$ cat src/design/qebd_pkg.sv
// types and constants for the quadrature encoder and button decoder
// no dependencies
`default_nettype none

package qebd_pkg;

  localparam int HIST_DEPTH = 5;
  localparam int CNT_W      = 16;
  localparam int IDX_W      = 3;
  localparam int CFG_IDX_W  = 2;

  localparam logic [CNT_W-1:0] CNT_MAX = {CNT_W{1'b1}};

  localparam logic [CNT_W-1:0] LONG_LIMIT_RST = 16'd2000;
  localparam logic [CNT_W-1:0] MIN_PRESS_RST  = 16'd10;
  localparam logic [CNT_W-1:0] GAP_LIMIT_RST  = 16'd300;

  typedef logic [1:0] pair_t;

  // oldest first
  localparam pair_t CW_SEQ  [HIST_DEPTH] = '{2'b11, 2'b10, 2'b00, 2'b01, 2'b11};
  localparam pair_t CCW_SEQ [HIST_DEPTH] = '{2'b11, 2'b01, 2'b00, 2'b10, 2'b11};

  typedef enum logic [CFG_IDX_W-1:0] {
    REG_LONG_LIMIT = 2'd0,
    REG_MIN_PRESS  = 2'd1,
    REG_GAP_LIMIT  = 2'd2
  } reg_idx_t;

  typedef enum logic [2:0] {
    EV_NONE   = 3'd0,
    EV_CW     = 3'd1,
    EV_CCW    = 3'd2,
    EV_PRESS  = 3'd3,
    EV_DOUBLE = 3'd4,
    EV_LONG   = 3'd5
  } event_t;

  typedef enum logic [1:0] {
    ST_IDLE,
    ST_WALK,
    ST_ROT,
    ST_FINISH
  } state_t;

  typedef struct packed {
    logic load;
    logic step;
    logic rot;
    logic emit;
  } cmd_t;

  typedef struct packed {
    logic in_flag;
    logic walk_done;
    logic out_free;
  } sts_t;

endpackage

`default_nettype wire

$ cat src/design/qebd_in_if.sv
// sample request channel
// depends on nothing
`default_nettype none

interface qebd_in_if;
  logic valid;
  logic ready;
  logic sample_flag;
  logic pin_a;
  logic pin_b;
  logic pin_button;

  modport source (output valid, output sample_flag, output pin_a, output pin_b,
                  output pin_button, input ready);
  modport sink (input valid, input sample_flag, input pin_a, input pin_b,
                input pin_button, output ready);
endinterface

`default_nettype wire

$ cat src/design/qebd_out_if.sv
// event result channel
// depends on nothing
`default_nettype none

interface qebd_out_if;
  logic       valid;
  logic       ready;
  logic [2:0] event_code;

  modport source (output valid, output event_code, input ready);
  modport sink (input valid, input event_code, output ready);
endinterface

`default_nettype wire

$ cat src/design/quadrature_encoder_button_decoder.sv
// Rotary encoder and push button event decoder. Each request carries the A, B
// and button pin levels and a sample flag and yields exactly one event code.
// A request with the flag set runs from acceptance to result in these steps:
// the accepting edge captures the sample, then one walk step per button
// history entry walked (one to five, through a single shared counter step),
// then the rotation pattern match, then the load of the output register,
// which waits while the output still holds an untaken result. A cleared flag
// goes straight to the output register load and gives event none. A new
// request is taken the cycle after the previous one has reached the output
// register, even while that result still waits to be taken.
// top level; depends on qebd_pkg, qebd_in_if, qebd_out_if, qebd_ctrl, qebd_dp
`default_nettype none

module quadrature_encoder_button_decoder
  import qebd_pkg::*;
(
  input  wire                  clk,
  input  wire                  rst_n,
  qebd_in_if.sink              in_ch,
  qebd_out_if.source           out_ch,
  input  wire                  cfg_we,
  input  wire [CFG_IDX_W-1:0]  cfg_index,
  input  wire [CNT_W-1:0]      cfg_data
);

  cmd_t cmd;
  sts_t sts;

  qebd_ctrl u_ctrl (
    .clk      (clk),
    .rst_n    (rst_n),
    .in_valid (in_ch.valid),
    .in_ready (in_ch.ready),
    .sts      (sts),
    .cmd      (cmd)
  );

  qebd_dp u_dp (
    .clk            (clk),
    .rst_n          (rst_n),
    .cfg_we         (cfg_we),
    .cfg_index      (cfg_index),
    .cfg_data       (cfg_data),
    .in_sample_flag (in_ch.sample_flag),
    .in_pin_a       (in_ch.pin_a),
    .in_pin_b       (in_ch.pin_b),
    .in_pin_button  (in_ch.pin_button),
    .out_ready      (out_ch.ready),
    .out_valid      (out_ch.valid),
    .out_event_code (out_ch.event_code),
    .cmd            (cmd),
    .sts            (sts)
  );

endmodule

`default_nettype wire

$ cat src/design/qebd_ctrl.sv
// controller state machine for the decoder
// depends on qebd_pkg
`default_nettype none

module qebd_ctrl
  import qebd_pkg::*;
(
  input  wire  clk,
  input  wire  rst_n,
  input  wire  in_valid,
  output logic in_ready,
  input  sts_t sts,
  output cmd_t cmd
);

  state_t state_r, state_nxt;

  always_ff @(posedge clk) begin
    if (!rst_n) begin
      state_r <= ST_IDLE;
    end else begin
      state_r <= state_nxt;
    end
  end

  always_comb begin
    state_nxt = state_r;
    case (state_r)
      ST_IDLE: begin
        if (in_valid) begin
          state_nxt = sts.in_flag ? ST_WALK : ST_FINISH;
        end
      end
      ST_WALK: begin
        if (sts.walk_done) begin
          state_nxt = ST_ROT;
        end
      end
      ST_ROT: begin
        state_nxt = ST_FINISH;
      end
      ST_FINISH: begin
        if (sts.out_free) begin
          state_nxt = ST_IDLE;
        end
      end
      default: begin
        state_nxt = ST_IDLE;
      end
    endcase
  end

  always_comb begin
    cmd      = '0;
    in_ready = 1'b0;
    case (state_r)
      ST_IDLE: begin
        in_ready = 1'b1;
        cmd.load = in_valid;
      end
      ST_WALK: begin
        cmd.step = 1'b1;
      end
      ST_ROT: begin
        cmd.rot = 1'b1;
      end
      ST_FINISH: begin
        cmd.emit = sts.out_free;
      end
      default: begin
        cmd = '0;
      end
    endcase
  end

endmodule

`default_nettype wire

$ cat src/design/qebd_dp.sv
// datapath: histories, press and gap counters, pattern match, result register
// depends on qebd_pkg
`default_nettype none

module qebd_dp
  import qebd_pkg::*;
(
  input  wire                  clk,
  input  wire                  rst_n,
  input  wire                  cfg_we,
  input  wire [CFG_IDX_W-1:0]  cfg_index,
  input  wire [CNT_W-1:0]      cfg_data,
  input  wire                  in_sample_flag,
  input  wire                  in_pin_a,
  input  wire                  in_pin_b,
  input  wire                  in_pin_button,
  input  wire                  out_ready,
  output logic                 out_valid,
  output logic [2:0]           out_event_code,
  input  cmd_t                 cmd,
  output sts_t                 sts
);

  logic [CNT_W-1:0] long_limit_r, min_press_r, gap_limit_r;
  pair_t            rot_hist_r [HIST_DEPTH];
  logic             btn_hist_r [HIST_DEPTH];
  logic [CNT_W-1:0] press_r, press_nxt;
  logic [CNT_W-1:0] gap_r, gap_nxt;
  logic             long_hold_r, long_hold_nxt;
  logic             await_r, await_nxt;
  logic [IDX_W-1:0] idx_r;
  pair_t            pair_r;
  event_t           ev_r, ev_nxt;
  logic             out_valid_r;
  event_t           out_code_r;
  logic             walk_stop;
  logic [CNT_W-1:0] gap_inc;
  logic             rot_change;
  logic             cw_hit, ccw_hit;
  pair_t            rot_new [HIST_DEPTH];

  // one walk step over the button history, oldest first
  always_comb begin
    press_nxt     = press_r;
    gap_nxt       = gap_r;
    long_hold_nxt = long_hold_r;
    await_nxt     = await_r;
    ev_nxt        = EV_NONE;
    walk_stop     = 1'b0;
    gap_inc       = (gap_r == CNT_MAX) ? gap_r : gap_r + 1'b1;
    if (press_r > long_limit_r && !long_hold_r) begin
      press_nxt     = '0;
      long_hold_nxt = 1'b1;
      ev_nxt        = EV_LONG;
      walk_stop     = 1'b1;
    end else if (await_r && gap_inc > gap_limit_r) begin
      await_nxt = 1'b0;
      gap_nxt   = '0;
      ev_nxt    = EV_PRESS;
      walk_stop = 1'b1;
    end else begin
      if (await_r) begin
        gap_nxt = gap_inc;
      end
      if (btn_hist_r[idx_r]) begin
        long_hold_nxt = 1'b0;
        press_nxt     = '0;
        walk_stop     = 1'b1;
        if (press_r >= min_press_r) begin
          if (await_r) begin
            await_nxt = 1'b0;
            ev_nxt    = EV_DOUBLE;
          end else begin
            await_nxt = 1'b1;
            gap_nxt   = '0;
          end
        end
      end else begin
        if (!long_hold_r && press_r != CNT_MAX) begin
          press_nxt = press_r + 1'b1;
        end
        walk_stop = (idx_r == IDX_W'(HIST_DEPTH - 1));
      end
    end
  end

  // rotation history after a changed pair shifts in
  always_comb begin
    rot_change = (rot_hist_r[HIST_DEPTH-1] != pair_r);
    for (int k = 0; k < HIST_DEPTH - 1; k++) begin
      rot_new[k] = rot_hist_r[k+1];
    end
    rot_new[HIST_DEPTH-1] = pair_r;
    cw_hit  = 1'b1;
    ccw_hit = 1'b1;
    for (int k = 0; k < HIST_DEPTH; k++) begin
      if (rot_new[k] != CW_SEQ[k]) begin
        cw_hit = 1'b0;
      end
      if (rot_new[k] != CCW_SEQ[k]) begin
        ccw_hit = 1'b0;
      end
    end
  end

  always_ff @(posedge clk) begin
    if (!rst_n) begin
      long_limit_r <= LONG_LIMIT_RST;
      min_press_r  <= MIN_PRESS_RST;
      gap_limit_r  <= GAP_LIMIT_RST;
      press_r      <= '0;
      gap_r        <= '0;
      long_hold_r  <= 1'b0;
      await_r      <= 1'b0;
      out_valid_r  <= 1'b0;
      for (int k = 0; k < HIST_DEPTH; k++) begin
        rot_hist_r[k] <= '0;
        btn_hist_r[k] <= 1'b0;
      end
    end else begin
      if (cfg_we) begin
        case (cfg_index)
          REG_LONG_LIMIT: long_limit_r <= cfg_data;
          REG_MIN_PRESS:  min_press_r  <= cfg_data;
          REG_GAP_LIMIT:  gap_limit_r  <= cfg_data;
          default: begin
          end
        endcase
      end
      if (cmd.load && in_sample_flag) begin
        for (int k = 0; k < HIST_DEPTH - 1; k++) begin
          btn_hist_r[k] <= btn_hist_r[k+1];
        end
        btn_hist_r[HIST_DEPTH-1] <= in_pin_button;
      end
      if (cmd.step) begin
        press_r     <= press_nxt;
        gap_r       <= gap_nxt;
        long_hold_r <= long_hold_nxt;
        await_r     <= await_nxt;
      end
      if (cmd.rot && ev_r == EV_NONE && rot_change) begin
        for (int k = 0; k < HIST_DEPTH; k++) begin
          rot_hist_r[k] <= rot_new[k];
        end
      end
      if (cmd.emit) begin
        out_valid_r <= 1'b1;
      end else if (out_ready) begin
        out_valid_r <= 1'b0;
      end
    end
  end

  // payload registers
  always_ff @(posedge clk) begin
    if (cmd.load) begin
      pair_r <= {in_pin_a, in_pin_b};
      idx_r  <= '0;
      ev_r   <= EV_NONE;
    end
    if (cmd.step) begin
      idx_r <= idx_r + 1'b1;
      ev_r  <= ev_nxt;
    end
    if (cmd.rot && ev_r == EV_NONE && rot_change) begin
      ev_r <= cw_hit ? EV_CW : (ccw_hit ? EV_CCW : EV_NONE);
    end
    if (cmd.emit) begin
      out_code_r <= ev_r;
    end
  end

  assign sts.in_flag   = in_sample_flag;
  assign sts.walk_done = walk_stop;
  assign sts.out_free  = !out_valid_r || out_ready;

  assign out_valid      = out_valid_r;
  assign out_event_code = out_code_r;

endmodule

`default_nettype wire
$ cat src/flat_wrapper.sv
// flat-port wrapper written by rule: the top's interface ports become plain ports
module quadrature_encoder_button_decoder_flat import qebd_pkg::*;
  (clk, rst_n, cfg_we, cfg_index, cfg_data, in_ch_valid, in_ch_sample_flag, in_ch_pin_a, in_ch_pin_b, in_ch_pin_button, in_ch_ready, out_ch_valid, out_ch_event_code, out_ch_ready);
  qebd_in_if in_ch_i ();
  qebd_out_if out_ch_i ();
  input  wire clk;
  input  wire rst_n;
  input  wire cfg_we;
  input  wire [CFG_IDX_W-1:0] cfg_index;
  input  wire [CNT_W-1:0] cfg_data;
  input wire logic [$bits(in_ch_i.valid)-1:0] in_ch_valid;
  input wire logic [$bits(in_ch_i.sample_flag)-1:0] in_ch_sample_flag;
  input wire logic [$bits(in_ch_i.pin_a)-1:0] in_ch_pin_a;
  input wire logic [$bits(in_ch_i.pin_b)-1:0] in_ch_pin_b;
  input wire logic [$bits(in_ch_i.pin_button)-1:0] in_ch_pin_button;
  output wire logic [$bits(in_ch_i.ready)-1:0] in_ch_ready;
  output wire logic [$bits(out_ch_i.valid)-1:0] out_ch_valid;
  output wire logic [$bits(out_ch_i.event_code)-1:0] out_ch_event_code;
  input wire logic [$bits(out_ch_i.ready)-1:0] out_ch_ready;
  assign in_ch_i.valid = in_ch_valid;
  assign in_ch_i.sample_flag = in_ch_sample_flag;
  assign in_ch_i.pin_a = in_ch_pin_a;
  assign in_ch_i.pin_b = in_ch_pin_b;
  assign in_ch_i.pin_button = in_ch_pin_button;
  assign in_ch_ready = in_ch_i.ready;
  assign out_ch_valid = out_ch_i.valid;
  assign out_ch_event_code = out_ch_i.event_code;
  assign out_ch_i.ready = out_ch_ready;
  quadrature_encoder_button_decoder u_core (.clk(clk), .rst_n(rst_n), .in_ch(in_ch_i), .out_ch(out_ch_i), .cfg_we(cfg_we), .cfg_index(cfg_index), .cfg_data(cfg_data));
endmodule
$ cat config.mk
export PLATFORM = sky130hd
export DESIGN_NAME = quadrature_encoder_button_decoder_flat
export DESIGN_NICKNAME = d
export VERILOG_FILES = /design/src/design/qebd_pkg.sv /design/src/design/qebd_in_if.sv /design/src/design/qebd_out_if.sv /design/src/design/quadrature_encoder_button_decoder.sv /design/src/design/qebd_ctrl.sv /design/src/design/qebd_dp.sv /design/src/flat_wrapper.sv
export SDC_FILE = /design/constraint.sdc
export NUM_CORES = 1
export LEC_CHECK = 0
export BUFFER_PORTS_ARGS = -buffer_cell sky130_fd_sc_hd__buf_2
export CORE_UTILIZATION = 69
export CTS_BUF_LIST = sky130_fd_sc_hd__clkbuf_2 sky130_fd_sc_hd__clkbuf_4 sky130_fd_sc_hd__clkbuf_8
export DETAILED_ROUTE_END_ITERATION = 16
export HOLD_SLACK_MARGIN = 0.06
export PLACE_DENSITY_LB_ADDON = 0.25
export SETUP_SLACK_MARGIN = 0.3
export SLEW_MARGIN = 30
export SYNTH_ARGS = -nofsm -noshare
export SYNTH_HDL_FRONTEND = slang
export SYNTH_SLANG_ARGS = --single-unit
$ cat constraint.sdc
create_clock -name clk -period 11.9 [get_ports clk]
set_input_delay 2.38 -clock clk [delete_from_list [all_inputs] [get_ports clk]]
set_output_delay 2.38 -clock clk [all_outputs]
set_load 0.005 [all_outputs]
Word level (Yosys, flattened, before mapping)

Memory sizes are Yosys's and may differ from the RTL's. A register that Yosys moved wholly into a read port is not among the register bits.
Index checks and enable logic that the tools add are counted.

Flip-flop bits (word level): 96
Bits in latches: 0
Memory bits (writable): 15
Bits in read-only memories: 0
Bits of input ports: 27
Output and inout bits: 5
Logic and storage cells: 149
Memories: 2

Add/subtract/negate cells: 3
Multipliers: 0
Divide/modulo/power cells: 0
$lt $le $gt $ge: 3
Eq/ne operators: 19
Shifts and indexed selects: 0
Muxes and demuxes: 70
Bitwise operators: 11
Reduce and logical (&&, ||, !) cells: 28

Memory list:

| memory                 | depth | width | read ports | clocked after Yosys merged registers in | wr ports | RTL line      | RTL |
|---|---|---|---|---|---|---|---|
| u_core.u_dp.rot_hist_r | 5     | 2     | 4          | 0                                       | 5        | qebd_dp.sv:25 | `pair_t rot_hist_r [HIST_DEPTH];` |
| u_core.u_dp.btn_hist_r | 5     | 1     | 5          | 1                                       | 5        | qebd_dp.sv:26 | `logic btn_hist_r [HIST_DEPTH];` |

Operator list:

| kind                    | count |
|---|---|
| $mux W16                | 10 |
| $mux W1                 | 38 |
| $add A16 B1 Y16 const B | 2 |
| $gt A16 B16 Y1          | 2 |
| $mux W3                 | 10 |
| $mux W2                 | 11 |
| $eq A16 B16 Y1 const B  | 1 |
| $ge A16 B16 Y1          | 1 |
| $ne A16 B16 Y1 const B  | 1 |
| $ne A2 B2 Y1 const B    | 8 |
| $reduce_bool A2 Y1      | 6 |
| $or A1 B1 Y1            | 10 |
| $reduce_and A3 Y1       | 3 |
| $pmux W2 S4             | 1 |
| $reduce_and A2 Y1       | 4 |
| $eq A2 B2 Y1 const B    | 3 |
| $logic_and A1 B1 Y1     | 6 |
| $reduce_bool A3 Y1      | 2 |
| $eq A2 B1 Y1 const B    | 2 |
| $logic_not A2 Y1        | 2 |
| $ne A2 B1 Y1 const B    | 2 |
| $reduce_and A4 Y1       | 1 |
| $add A3 B1 Y3 const B   | 1 |
| $eq A3 B3 Y1 const B    | 1 |
| other kinds (5)         | 6 |

Longest topological paths before layout

Gate-level depths: netlist of the first run.
An unclocked memory read counts as a cell.

Depth in word-level cells: 10
Gate-level depth with buffers: 18
Mapped depth without buffers: 16

Modules after synthesis

Synthesis of the first run repeated with hierarchy kept, for this count alone.

Cell total of the unflattened synthesis: 717
Area total of the unflattened synthesis: 6,224.7 um^2

Modules (own cells, without submodules):

| module    | instances | cells an instance | area each (um^2) | sequential area each (um^2) |
|---|---|---|---|---|
| qebd_dp   | 1         | 694               | 6,023.3          | 2,442.3 |
| qebd_ctrl | 1         | 23                | 201.4            | 40.0 |

Worst setup path before layout of the first run

OpenSTA, ideal clock, no wires.

Path type: flip-flop to flip-flop
Start point: register u_core.u_dp.gap_r[6]
End point: register u_core.u_dp.press_r[11]
Library setup time: 0.072 ns
Data arrival time: 3.759 ns
Data required time: 11.828 ns
Path slack: 8.070 ns
Stages on the path, launching flop included: 18
Buffers on the path: 2
Period minus slack after synthesis: 3.830 ns
Path through: dfxtp_1 buf_2 nand4_1 or2_2 or3_1 clkbuf_1 nand2b_1 or3_1 nand2_1 ha_1 nand4_1 nor2_1 a221o_1 o311a_1 o21a_2 nand4b_4 or3_1 a21oi_1

Cells in the longest elaborated chain, start to end: 6
Elaborated cells between the ends (all ways): 7
Those cells by class: 1 x add/sub; 1 x order compare; 2 x eq/ne; 1 x mux; 2 x reduce/logical

Ends and longest elaborated chain:

| element                                                  | RTL line       | RTL |
|---|---|---|
| from (decl)                                              | qebd_dp.sv:28  | `logic [CNT_W-1:0] gap_r, gap_nxt;` |
| from (signal assigned)                                   | qebd_dp.sv:138 | `gap_r <= gap_nxt;` |
| $add A16 B1 Y16 / $eq A16 B16 Y1 (equally long branches) | qebd_dp.sv:50  | `gap_inc = (gap_r == CNT_MAX) ? gap_r : gap_r + 1'b1;` |
| $mux W16 (*)                                             | qebd_dp.sv:50  |  |
| $gt A16 B16 Y1 (*)                                       | qebd_dp.sv:56  | `end else if (await_r && gap_inc > gap_limit_r) begin` |
| $logic_and A1 B1 Y1 (*)                                  | qebd_dp.sv:56  |  |
| $ne A2 B2 Y1 (no source line) (*)                        | --             |  |
| $reduce_and A3 Y1 (no source line) (*)                   | --             |  |
| to (signal assigned)                                     | qebd_dp.sv:137 | `press_r <= press_nxt;` |
| to (decl)                                                | qebd_dp.sv:27  | `logic [CNT_W-1:0] press_r, press_nxt;` |

Every way passes the cells marked *; elsewhere a longest branch is shown, timed or not.
A chain may end at the register's enable or synchronous reset.

Final worst setup path of the first run

Start point: register u_core.u_dp.gap_r[0]
End point: register u_core.u_dp.gap_r[9]

Cells in the longest elaborated chain, start to end: 7
Elaborated cells between the ends (all ways): 10
Those cells by class: 1 x add/sub; 1 x order compare; 1 x eq/ne; 6 x mux; 1 x reduce/logical

Ends and longest elaborated chain:

| element                                                                | RTL line |
|---|---|
| $add A16 B1 Y16 / $eq A16 B16 Y1 (equally long branches)               | qebd_dp.sv:50 |
| $mux W16 (*)                                                           | qebd_dp.sv:50 |
| parallel branches: the longest is 4 deep, another holds $gt A16 B16 Y1 | -- |
| $mux W16 (*)                                                           | qebd_dp.sv:56 |

Mark *: on every way between the ends.

==> results of run 1 <==
## power groups by stage
| stage | Clock [mW] | Combinational, mW | Sequential (mW) |
|---|---|---|---|
| floorplan | 0 | 0.121 | 0.453 |
| global placement | 0 | 0.158 | 0.456 |
| detailed placement | 0 | 0.170 | 0.460 |
| CTS | 0.233 | 0.171 | 0.452 |
| global route | 0.247 | 0.195 | 0.456 |
| finish | 0.231 | 0.174 | 0.452 |
## synthesized netlist by cell type (3+ instances only)
| library cell | count | share of area [%] |
|---|---|---|
| nand2_1 | 143 | 8.8 |
| or2_2 | 3 | 0.31 |
| xor2_1 | 3 | 0.43 |
| ha_1 | 56 | 11 |
| nor3_1 | 3 | 0.25 |
| and4_1 | 3 | 0.43 |
| a211o_1 | 4 | 0.57 |
| a21o_1 | 13 | 1.6 |
| a211oi_1 | 3 | 0.37 |
| xnor2_1 | 13 | 1.9 |
| o21a_1 | 3 | 0.37 |
| or3_1 | 9 | 0.92 |
| o21ai_0 | 22 | 1.8 |
| nand2b_1 | 3 | 0.31 |
| o211ai_1 | 16 | 2.0 |
| dfxtp_1 | 88 | 29 |
| o31ai_1 | 6 | 0.74 |
| nor2b_1 | 5 | 0.51 |
| nand3b_1 | 4 | 0.49 |
| nand4_1 | 14 | 1.4 |
| a22o_1 | 7 | 1.0 |
| a21oi_1 | 73 | 6.0 |
| edfxtp_1 | 24 | 12 |
| a31oi_1 | 4 | 0.41 |
| nor2_1 | 34 | 2.1 |
| clkbuf_1 | 20 | 1.2 |
| and2_1 | 11 | 1.1 |
| nand3_1 | 12 | 0.98 |
| nor4_1 | 6 | 0.61 |
| and3_1 | 16 | 1.6 |
| nor3_2 | 5 | 0.82 |
| inv_1 | 61 | 3.7 |
| buf_2 | 3 | 0.25 |
| mux2i_1 | 3 | 0.49 |
| buf_1 | 3 | 0.18 |
## sequential cells by signal, summed over array words and instances, names as in the netlist, named ones only
| register | flops |
|---|---|
| u_core.u_dp.pair_r | 2 |
| u_core.u_dp.press_r | 16 |
| u_core.u_dp.rot_hist_r | 8 |
| u_core.u_dp.gap_r | 16 |
| u_core.u_dp.gap_limit_r | 16 |
| u_core.u_dp.out_event_code | 3 |
| u_core.u_dp.await_r | 1 |
| u_core.u_dp.min_press_r | 16 |
| u_core.u_dp.btn_hist_r | 5 |
| u_core.u_dp.idx_r | 3 |
| u_core.u_dp.ev_r | 3 |
| u_core.u_dp.long_hold_r | 1 |
| u_core.u_dp.long_limit_r | 16 |
| u_core.u_ctrl.state_r | 2 |
| u_core.u_dp.out_valid | 1 |
## kinds of logic after synthesis
family          Yosys count
simple gates            280
compound gates          165
flops                   112
buf+inv                  87
fa+ha+maj                56
xor+xnor                 16
mux                       4
## metrics by stage
stage | util (%) | setup WS [ns] | hold slack, ns
floorplan | - | 8.07 | 0.427
global placement | 75.4 | 7.71 | 0.434
detailed placement | 75.4 | 7.47 | 0.444
CTS | 77.8 | 7.41 | 0.461
global route | 77.8 | 6.99 | 0.486
finish | 77.8 | 7.32 | 0.459
## final timing paths
path | end | slack (ns) | cells past startpoint
worst max-delay path | u_core.u_dp.gap_r[9] | 7.32 | 15
worst min-delay path | u_core.u_dp.min_press_r[10] | 0.46 | 2
worst min register to register | u_core.u_dp.min_press_r[10] | 0.46 | 2
worst max register to register | u_core.u_dp.gap_r[9] | 7.32 | 15
## routing by layer
layer / vias up / share of wire (%) / GRT usage, %
met5: - / 0 / 0
met3: 27 / 6.4 / 5.92
met2: 199 / 48 / 54.8
met4: 0 / 1.9 / 9.95
li1: 2542 / - / -
met1: 2488 / 43 / 41.2
## worst max-delay path: cells and delay by family (launching register included)
family,cells,cell delay [ns]
and+or+nand+nor,10,2.46
DFF,1,0.53
adders and majority gates,2,0.53
AOI/OAI and AO/OA,3,1.02
## area by class of cell
cell class | instances | area, sq um | area share [%]
clock buffers | 9 | 124 | 1.90
multi-input cells | 521 | 3310 | 50.7
inverters | 61 | 229 | 3.51
clock inverters | 7 | 76.3 | 1.17
flip-flops and latches | 112 | 2480 | 38.1
repair buffers | 33 | 170 | 2.61
well taps | 105 | 131 | 2.02
==> flow_summary_export.csv, run 1 <==
group,metric,value,unit
placed_design,dp_cells,832,
power,internal-power,0.588,mW
cts,clock_path_buffers,2,
cells_and_area,mostFrequentLayoutCell,"nand2_1",
cells_and_area,final_nets,821,
critical_path,startpoint_type,"flop",
cts,path_clk_slew,0.11,ns
outcome,outcome,"finished clean",
power,p_sw_share,31.4,%
synthesis,synth.avg_cell_area,8.49,sq um
cts,cts_tree,"built",
synthesis,synth_compound_area_share,17.2,%
sta,hold_viol_final,0,
power,p_per_area,132,nW/um^2
critical_path,end_kind,"flop",
critical_path,cp_data_arrival_time,4.91,ns
detailed_routing,vias,5256,
sta,final.setup.tns,0,ns
synthesis,synth.area.mux_share,0.860,%
synthesis,synth-xor-area-share,2.29,%
critical_path,critPathSlowestCell,"or3_1",
cts,postCtsHoldBufs,0,
die,fp.coreArea,8380,sq um
sta,clock_skew,0.0120,ns
detailed_routing,drt_iter0_drc,355,
synthesis,ys_seq_area_share,40.6,%
sta,drv_slew,0,
synthesis,ys_types,54,
synthesis,ys_warn_count,0,
synthesis,synth-simple-area-share,22.2,%
die,die_w,96.1,um
global_routing,grt_max_degree,48,
power,clkPwrFrac,27.0,%
cts,cts_max_level,3,
placed_design,place_hpwl,10400,um
die,core.rowCount,33,
detailed_routing,drc,0,
global_routing,grt_use_total,32.2,%
cts,postCtsResizedCells,0,
placed_design,portBuffers,31,
detailed_routing,drt-vias-per-instance,6.20,
cts,cts_buffers,9,
synthesis,synth_cells,720,
power,total_power,0.857,mW
critical_path,startpoint,"u_core.u_dp.gap_r[0]",
cts,clock_latency,0.38,ns
synthesis,synth_seq_cells,112,
detailed_routing,first_pass_iters,5,
critical_path,crit_path_cell_trace,"ha_1, nand3_1, or3_1, nand2b_1, or3_1, nand2_1, ha_1, nand4_1, nor2_1, a221o_1, o311ai_2, nand2_1, nor3_2, and3_1, a211o_1",
job,cap_violations,0,
synthesis,synth_top_family_by_area,"simple AND/OR/NAND/NOR gates",
placed_design,dpl_cell_area,6320,sq um
die,initial_core_util,72.9,%
synthesis,ys.flop_type,"dfxtp_1",
global_routing,grt_pass1_wl,22800,um
cells_and_area,drive_gt1_share,8.75,%
cells_and_area,area_growth_syn_to_layout,6.63,%
synthesis,synth-adder-area-share,11.5,%
cts,numClockSinks,112,
cts,root_buffer,"clkbuf_8",
sta,tightest_slew,0.685,ns
global_routing,grt_pass1_vias,4927,
critical_path,crit_type,"flop to flop",
synthesis,synthesis.area,6110,sq um
worst_hold_path,holdCritStartpoint,"u_core.u_dp.min_press_r[10]",
detailed_routing,ant_nets,0,
sta,period_minus_slack,4.58,ns
synthesis,syn_nets,803,
synthesis,synth_edf_count,24,
power,p_comb_share,20.3,%
synthesis,async_reset_ff_share,0,%
global_routing,antenna_found_initial,0,
sta,slew_headroom,54.3,%
die,die-height,96.1,um
cells_and_area,antennaDiodeCount,0,
critical_path,reg2reg_from,"u_core.u_dp.gap_r[0]",
global_routing,overflow,0,
critical_path,crit_required,12.23,ns
cells_and_area,layout_common_cells,"143 x nand2_1, 88 x dfxtp_1, 73 x a21oi_1",
cells_and_area,fin_area,6520,sq um
worst_hold_path,min_path_type,"flop to flop",
cells_and_area,nFillCells,577,
power,seq_power_share,52.7,%
die,io_pins,32,
detailed_routing,wl_per_cell,16.4,um
cts,cts_setup_buffers,0,
sta,fmax,218,MHz
cells_and_area,instances_no_fill,848,
power,switching_power,0.269,mW
detailed_routing,wirelength,13900,um
power,p_leak,2.78,nW
sta,rsz0062_at_grt,"false",
sta,setup_viol,0,
die,die_area,9240,sq um
critical_path,max_stage_delay,0.56,ns
sta,fin_crit_sh,38.5,%
critical_path,path_max_fanout,9,
placed_design,place_congestion,0.872,
power,vdd_drop_max,0.0948,mV
(Power assumes the default switching activity.)
==> inputs of run 2 (changes only) <==
- CORE_UTILIZATION: 69 -> 64
- clock period: 11.9 -> 4.8 ns (I/O delays scaled with it)
==> run 2 against run 1 <==
Net effect: utilization shrank 6.4 points; sequential share of layout area shrank 0.38 points; sequential power grew 150%; highest routed layer unchanged; global-route usage shrank 3.1 points; largest power group unchanged.
==> flow_summary_export.csv, run 2 (same netlist as run 1, synthesis figures left out) <==
group,metric,value,unit
outcome,outcome,"finished clean",
cts,cts_buffers,9,
critical_path,end_kind,"flop",
cells_and_area,nFillCells,702,
critical_path,max_stage_delay,0.52,ns
die,core.rowCount,35,
cts,root_buffer,"clkbuf_8",
job,cap_violations,0,
critical_path,crit_required,5.11,ns
cts,cts_tree,"built",
cells_and_area,fin_area,6590,sq um
sta,hold_viol_final,0,
critical_path,critPathSlowestCell,"dfxtp_1",
cts,cts_max_level,3,
cells_and_area,final_nets,821,
global_routing,grt_use_total,29.1,%
sta,fin_crit_sh,87.3,%
detailed_routing,wirelength,13700,um
worst_hold_path,min_path_type,"flop to flop",
cts,clock_latency,0.38,ns
critical_path,startpoint_type,"flop",
die,die-height,99.7,um
global_routing,grt.busiest_layer,"met2",
global_routing,grt_pass1_wl,23000,um
cells_and_area,multi_input_area,3340,sq um
placed_design,place_hpwl,9900,um
cts,path_clk_slew,0.11,ns
cells_and_area,seq_area,2490,sq um
cts,clock_path_buffers,2,
die,io_pins,32,
power,p_per_area,325,nW/um^2
sta,clock_skew,0.0141,ns
sta,rsz0062_at_grt,"false",
global_routing,grt_pass1_vias,4859,
detailed_routing,first_pass_iters,5,
die,die_w,99.7,um
placed_design,dpl_cell_area,6350,sq um
critical_path,crit_path_cell_trace,"ha_1, nand3_1, or3_4, nand4_1, xnor2_1, ha_1, a21oi_1, o21ai_0, a221o_1, o311a_1, o21a_2, nand4b_4, or3_1, a21oi_1",
sta,setup_viol,0,
sta,fmax,239,MHz
sta,drv_slew,0,
detailed_routing,vias,5168,
placed_design,portBuffers,31,
cells_and_area,post-route-util,71.4,%
global_routing,grt_util_met1,40.5,%
critical_path,crit_type,"flop to flop",
global_routing,grt_util_met2,48.0,%
detailed_routing,drc,0,
cts,cts_setup_buffers,0,
critical_path,path_max_fanout,9,
die,initial_core_util,66.2,%
sta,tightest_slew,0.743,ns
detailed_routing,wl_per_cell,15.7,um
cells_and_area,antennaDiodeCount,0,
power,p_leak,2.78,nW
placed_design,place_congestion,0.867,
cells_and_area,mostFrequentLayoutCell,"nand2_1",
global_routing,antenna_found_initial,0,
power,vdd_drop_max,0.240,mV
global_routing,grt_max_degree,45,
die,die_area,9950,sq um
die,fp.coreArea,9240,sq um
sta,final.setup.tns,0,ns
global_routing,grt_util_met3,3.30,%
sta,period_minus_slack,4.19,ns
cells_and_area,area_growth_syn_to_layout,7.86,%
sta,slew_headroom,50.4,%
global_routing,overflow,0,
detailed_routing,drt-vias-per-instance,5.93,
detailed_routing,drt_iter0_drc,297,
critical_path,cp_data_arrival_time,4.49,ns
cts,numClockSinks,112,
detailed_routing,ant_nets,0,
cells_and_area,drive_gt1_share,9.96,%
sta,hold_ws,0.461,ns
cells_and_area,layout_common_cells,"143 x nand2_1, 85 x dfxtp_1, 72 x a21oi_1",
-- run 2: report_power, final --
| part | total (mW) | leakage, nW | internal (mW) | switching, mW |
|---|---|---|---|---|
| combinational | 0.428 | 1.72 | 0.147 | 0.281 |
| sequential | 1.12 | 0.959 | 1.06 | 0.0528 |
| clock | 0.600 | 0.102 | 0.253 | 0.347 |
-- run 2: critical path, delay by kind of cell, from the launching register on --
family	cells	cell delay, ns
adders and majority gates	2	0.54
AOI/OAI and AO/OA	6	1.54
and+or+nand+nor	5	1.31
DFF	1	0.52
xor gates and xnor gates	1	0.19
-- run 2: metrics by stage --
step                setup slack (ns)  std cells  power [mW]
global route                   0.309        872        2.24
finish                         0.611        872        2.14
CTS                            0.421        872        2.14
floorplan                      0.970        720        1.42
global placement               0.660        856        1.53
detailed placement             0.466        856        1.55
-- run 2: final timing paths --
path                                        end  slack, ns                 start  cells after the start
hold reg to reg   u_core.u_dp.out_event_code[2]       0.46   u_core.u_dp.ev_r[2]                      0
setup reg to reg        u_core.u_dp.press_r[13]       0.61  u_core.u_dp.gap_r[0]                     14
setup / recovery        u_core.u_dp.press_r[13]       0.61  u_core.u_dp.gap_r[0]                     14
hold / removal    u_core.u_dp.out_event_code[2]       0.46   u_core.u_dp.ev_r[2]                      0
-- run 2: cell type report --
class | count | share of cell area, %
clock inverter | 7 | 1.29
sequential | 112 | 37.7
clock buffer | 9 | 1.88
multi-input combinational | 521 | 50.6
inverter | 61 | 3.47
tap | 129 | 2.45
timing repair buffer | 33 | 2.58
-- run 2: timing repair --
action / 4_1_cts / 5_1_grt
endpoints found under the setup margin: 0 / 35
hold buffers: 0 / 0
gates resized for setup: 0 / 9
endpoints found under the hold margin: 0 / 0
-- run 2: routing by layer --
metal | part of all wire [%] | up-vias | routed length [um]
met1 | 47 | 2450 | 6380
met5 | 0 | - | 0
li1 | - | 2547 | -
met2 | 47 | 156 | 6380
met4 | 1.2 | 0 | 161
met3 | 5.5 | 15 | 745
==> inputs of run 3 (changes only) <==
- REMOVE_ABC_BUFFERS: default -> 1
==> run 3 against run 2 <==
Net effect: final cell count unchanged; maximum frequency down 2.1%; sequential share of layout area up 0.062 points; non-clock buffer count unchanged; first-iteration DRC count down 14%; hold slack about the same; design area down 0.27%; power down 2.8%; clock power down 9.3%; worst setup slack worse by 0.090 ns; via count up 0.52%; critical endpoint is now u_core.u_dp.press_r[15]; largest power group unchanged.
==> flow_summary_export.csv, run 3 (same netlist as run 1, synthesis figures left out) <==
group,metric,value,unit
die,io_pins,32,
cts,cts_buffers,9,
cts,clock_path_buffers,2,
cts,clock_latency,0.38,ns
power,p_leak,2.78,nW
critical_path,critPathSlowestCell,"o311a_1",
cells_and_area,fin_area,6580,sq um
power,total_power,2.08,mW
power,internal-power,1.43,mW
sta,fin_crit_sh,89.1,%
cells_and_area,final_nets,821,
detailed_routing,first_pass_iters,5,
worst_hold_path,min_path_type,"flop to flop",
sta,drv_slew,0,
sta,period_minus_slack,4.28,ns
detailed_routing,drt-vias-per-instance,5.96,
die,fp.coreArea,9240,sq um
placed_design,dpl_cell_area,6350,sq um
placed_design,place_hpwl,10200,um
global_routing,overflow,0,
critical_path,path_depth,15,
detailed_routing,wl_per_cell,15.9,um
critical_path,regToRegSetupSlack,0.52,ns
critical_path,reg2reg_from,"u_core.u_dp.gap_r[9]",
critical_path,crit_type,"flop to flop",
power,switching_power,0.651,mW
sta,hold_viol_final,0,
sta,slew_headroom,53.3,%
global_routing,antenna_found_initial,0,
placed_design,dp_cells,856,
cells_and_area,area_growth_syn_to_layout,7.57,%
critical_path,crit_top_cell,"nor2_1",
sta,fmax,234,MHz
detailed_routing,vias,5195,
critical_path,startpoint,"u_core.u_dp.gap_r[9]",
detailed_routing,drc,0,
placed_design,pre_cts_ws,0.430,ns
critical_path,crit_path_cell_trace,"nand4_1, or2_2, or2_2, nor2_1, nor2_1, a21oi_1, ha_1, nand4_1, nor2_1, a221o_1, o311a_1, o21a_2, nand4b_4, or3_1, a21oi_1",
sta,tightest_slew,0.701,ns
power,vdd_drop_max,0.212,mV
critical_path,r2r-end,"u_core.u_dp.press_r[15]",
detailed_routing,ant_nets,0,
cts,numClockSinks,112,
placed_design,place_congestion,0.848,
critical_path,reg2reg_depth,15,
global_routing,grt_max_degree,45,
sta,rsz0062_at_grt,"false",
sta,final.setup.tns,0,ns
detailed_routing,drt_iter0_drc,255,
cts,postCtsHoldBufs,0,
sta,worst_slack,0.521,ns
power,p_sw_share,31.2,%
die,die_area,9950,sq um
critical_path,critPathTopFamily,"simple AND/OR/NAND/NOR gates",
cells_and_area,instances_no_fill,872,
cts,cts_max_level,3,
critical_path,cp_data_arrival_time,4.59,ns
critical_path,endpoint,"u_core.u_dp.press_r[15]",
die,die-height,99.7,um
cells_and_area,layout_common_cells,"143 x nand2_1, 87 x dfxtp_1, 73 x a21oi_1",
global_routing,grt_use_total,29.6,%
power,clkPwrFrac,26.1,%
die,initial_core_util,66.2,%
critical_path,startpoint_type,"flop",
critical_path,crit_required,5.11,ns
critical_path,max_stage_delay,0.45,ns
job,cap_violations,0,
cells_and_area,antennaDiodeCount,0,
power,p_per_area,317,nW/um^2
cells_and_area,mostFrequentLayoutCell,"nand2_1",
placed_design,portBuffers,31,
cells_and_area,drive_gt1_share,9.69,%
die,die_w,99.7,um
cts,path_clk_slew,0.10,ns
sta,setup_viol,0,
cts,cts_tree,"built",
global_routing,grt_pass1_vias,5064,
detailed_routing,wirelength,13900,um
power,p_comb_share,20.3,%
sta,clock_skew,0.00834,ns
die,core.rowCount,35,
sta,hold_ws,0.461,ns
cells_and_area,post-route-util,71.2,%
critical_path,path_max_fanout,8,
critical_path,end_kind,"flop",
critical_path,path_buf_inv,0,
global_routing,grt_pass1_wl,23200,um
outcome,outcome,"finished clean",
cts,root_buffer,"clkbuf_8",
power,seq_power_share,53.6,%
[run 3: cell count changes in the layout (fill, tap and decap cells not counted), sizes merged]
cell    previous run  this run
clkbuf             9        12
bufinv             1         0
inv               65        62
clkinv             0         1
[run 3: how the worst min path moves through the flow]
stage	start	to	slack [ns]	depth (start not counted)
6_report	u_core.u_dp.min_press_r[15]	u_core.u_dp.min_press_r[15]	0.46	2
5_1_grt	u_core.u_dp.ev_r[2]	u_core.u_dp.out_event_code[2]	0.48	0
4_1_cts	u_core.u_dp.ev_r[0]	u_core.u_dp.out_event_code[0]	0.46	0
3_5_place_dp	u_core.u_dp.ev_r[0]	u_core.u_dp.out_event_code[0]	0.44	0
3_3_place_gp	u_core.u_dp.ev_r[2]	u_core.u_dp.out_event_code[2]	0.44	0
2_1_floorplan	u_core.u_dp.ev_r[1]	u_core.u_dp.out_event_code[1]	0.43	0
[run 3: what timing repair did]
item,4_1_cts,5_1_grt
setup endpoints to repair,0,25
gates resized for setup,0,8
buffers inserted,0,0
[run 3: layout make-up]
type | instances | area [sq um]
clock buffers | 12 | 159
inverters | 61 | 229
well taps | 129 | 161
flip-flops and latches | 112 | 2480
fillers | 734 | 2660
clock inverters | 4 | 28.8
multi-input cells | 521 | 3340
repair buffers | 33 | 170
[run 3: worst min-delay path, delay by kind of cell (launching register included)]
kind	cells	cell delay [ns]
AO/OA/AOI/OAI	1	0.05
flip-flops	1	0.32
AND/OR/NAND/NOR	1	0.05
[run 3: power groups by stage]
stage / Sequential [mW] / Combinational [mW] / Clock, mW
2_1_floorplan: 1.12 / 0.291 / 0
3_3_place_gp: 1.13 / 0.392 / 0
3_5_place_dp: 1.14 / 0.412 / 0
4_1_cts: 1.12 / 0.416 / 0.549
5_1_grt: 1.13 / 0.472 / 0.584
6_report: 1.12 / 0.424 / 0.544
[run 3: layer usage]
layer | wire, um | up-vias | global-route usage (%)
li1 | - | 2547 | -
met3 | 827 | 20 | 5.90
met1 | 6100 | 2457 | 37.4
met5 | 0 | - | 0
met4 | 263 | 0 | 11.2
met2 | 6700 | 171 | 49.9
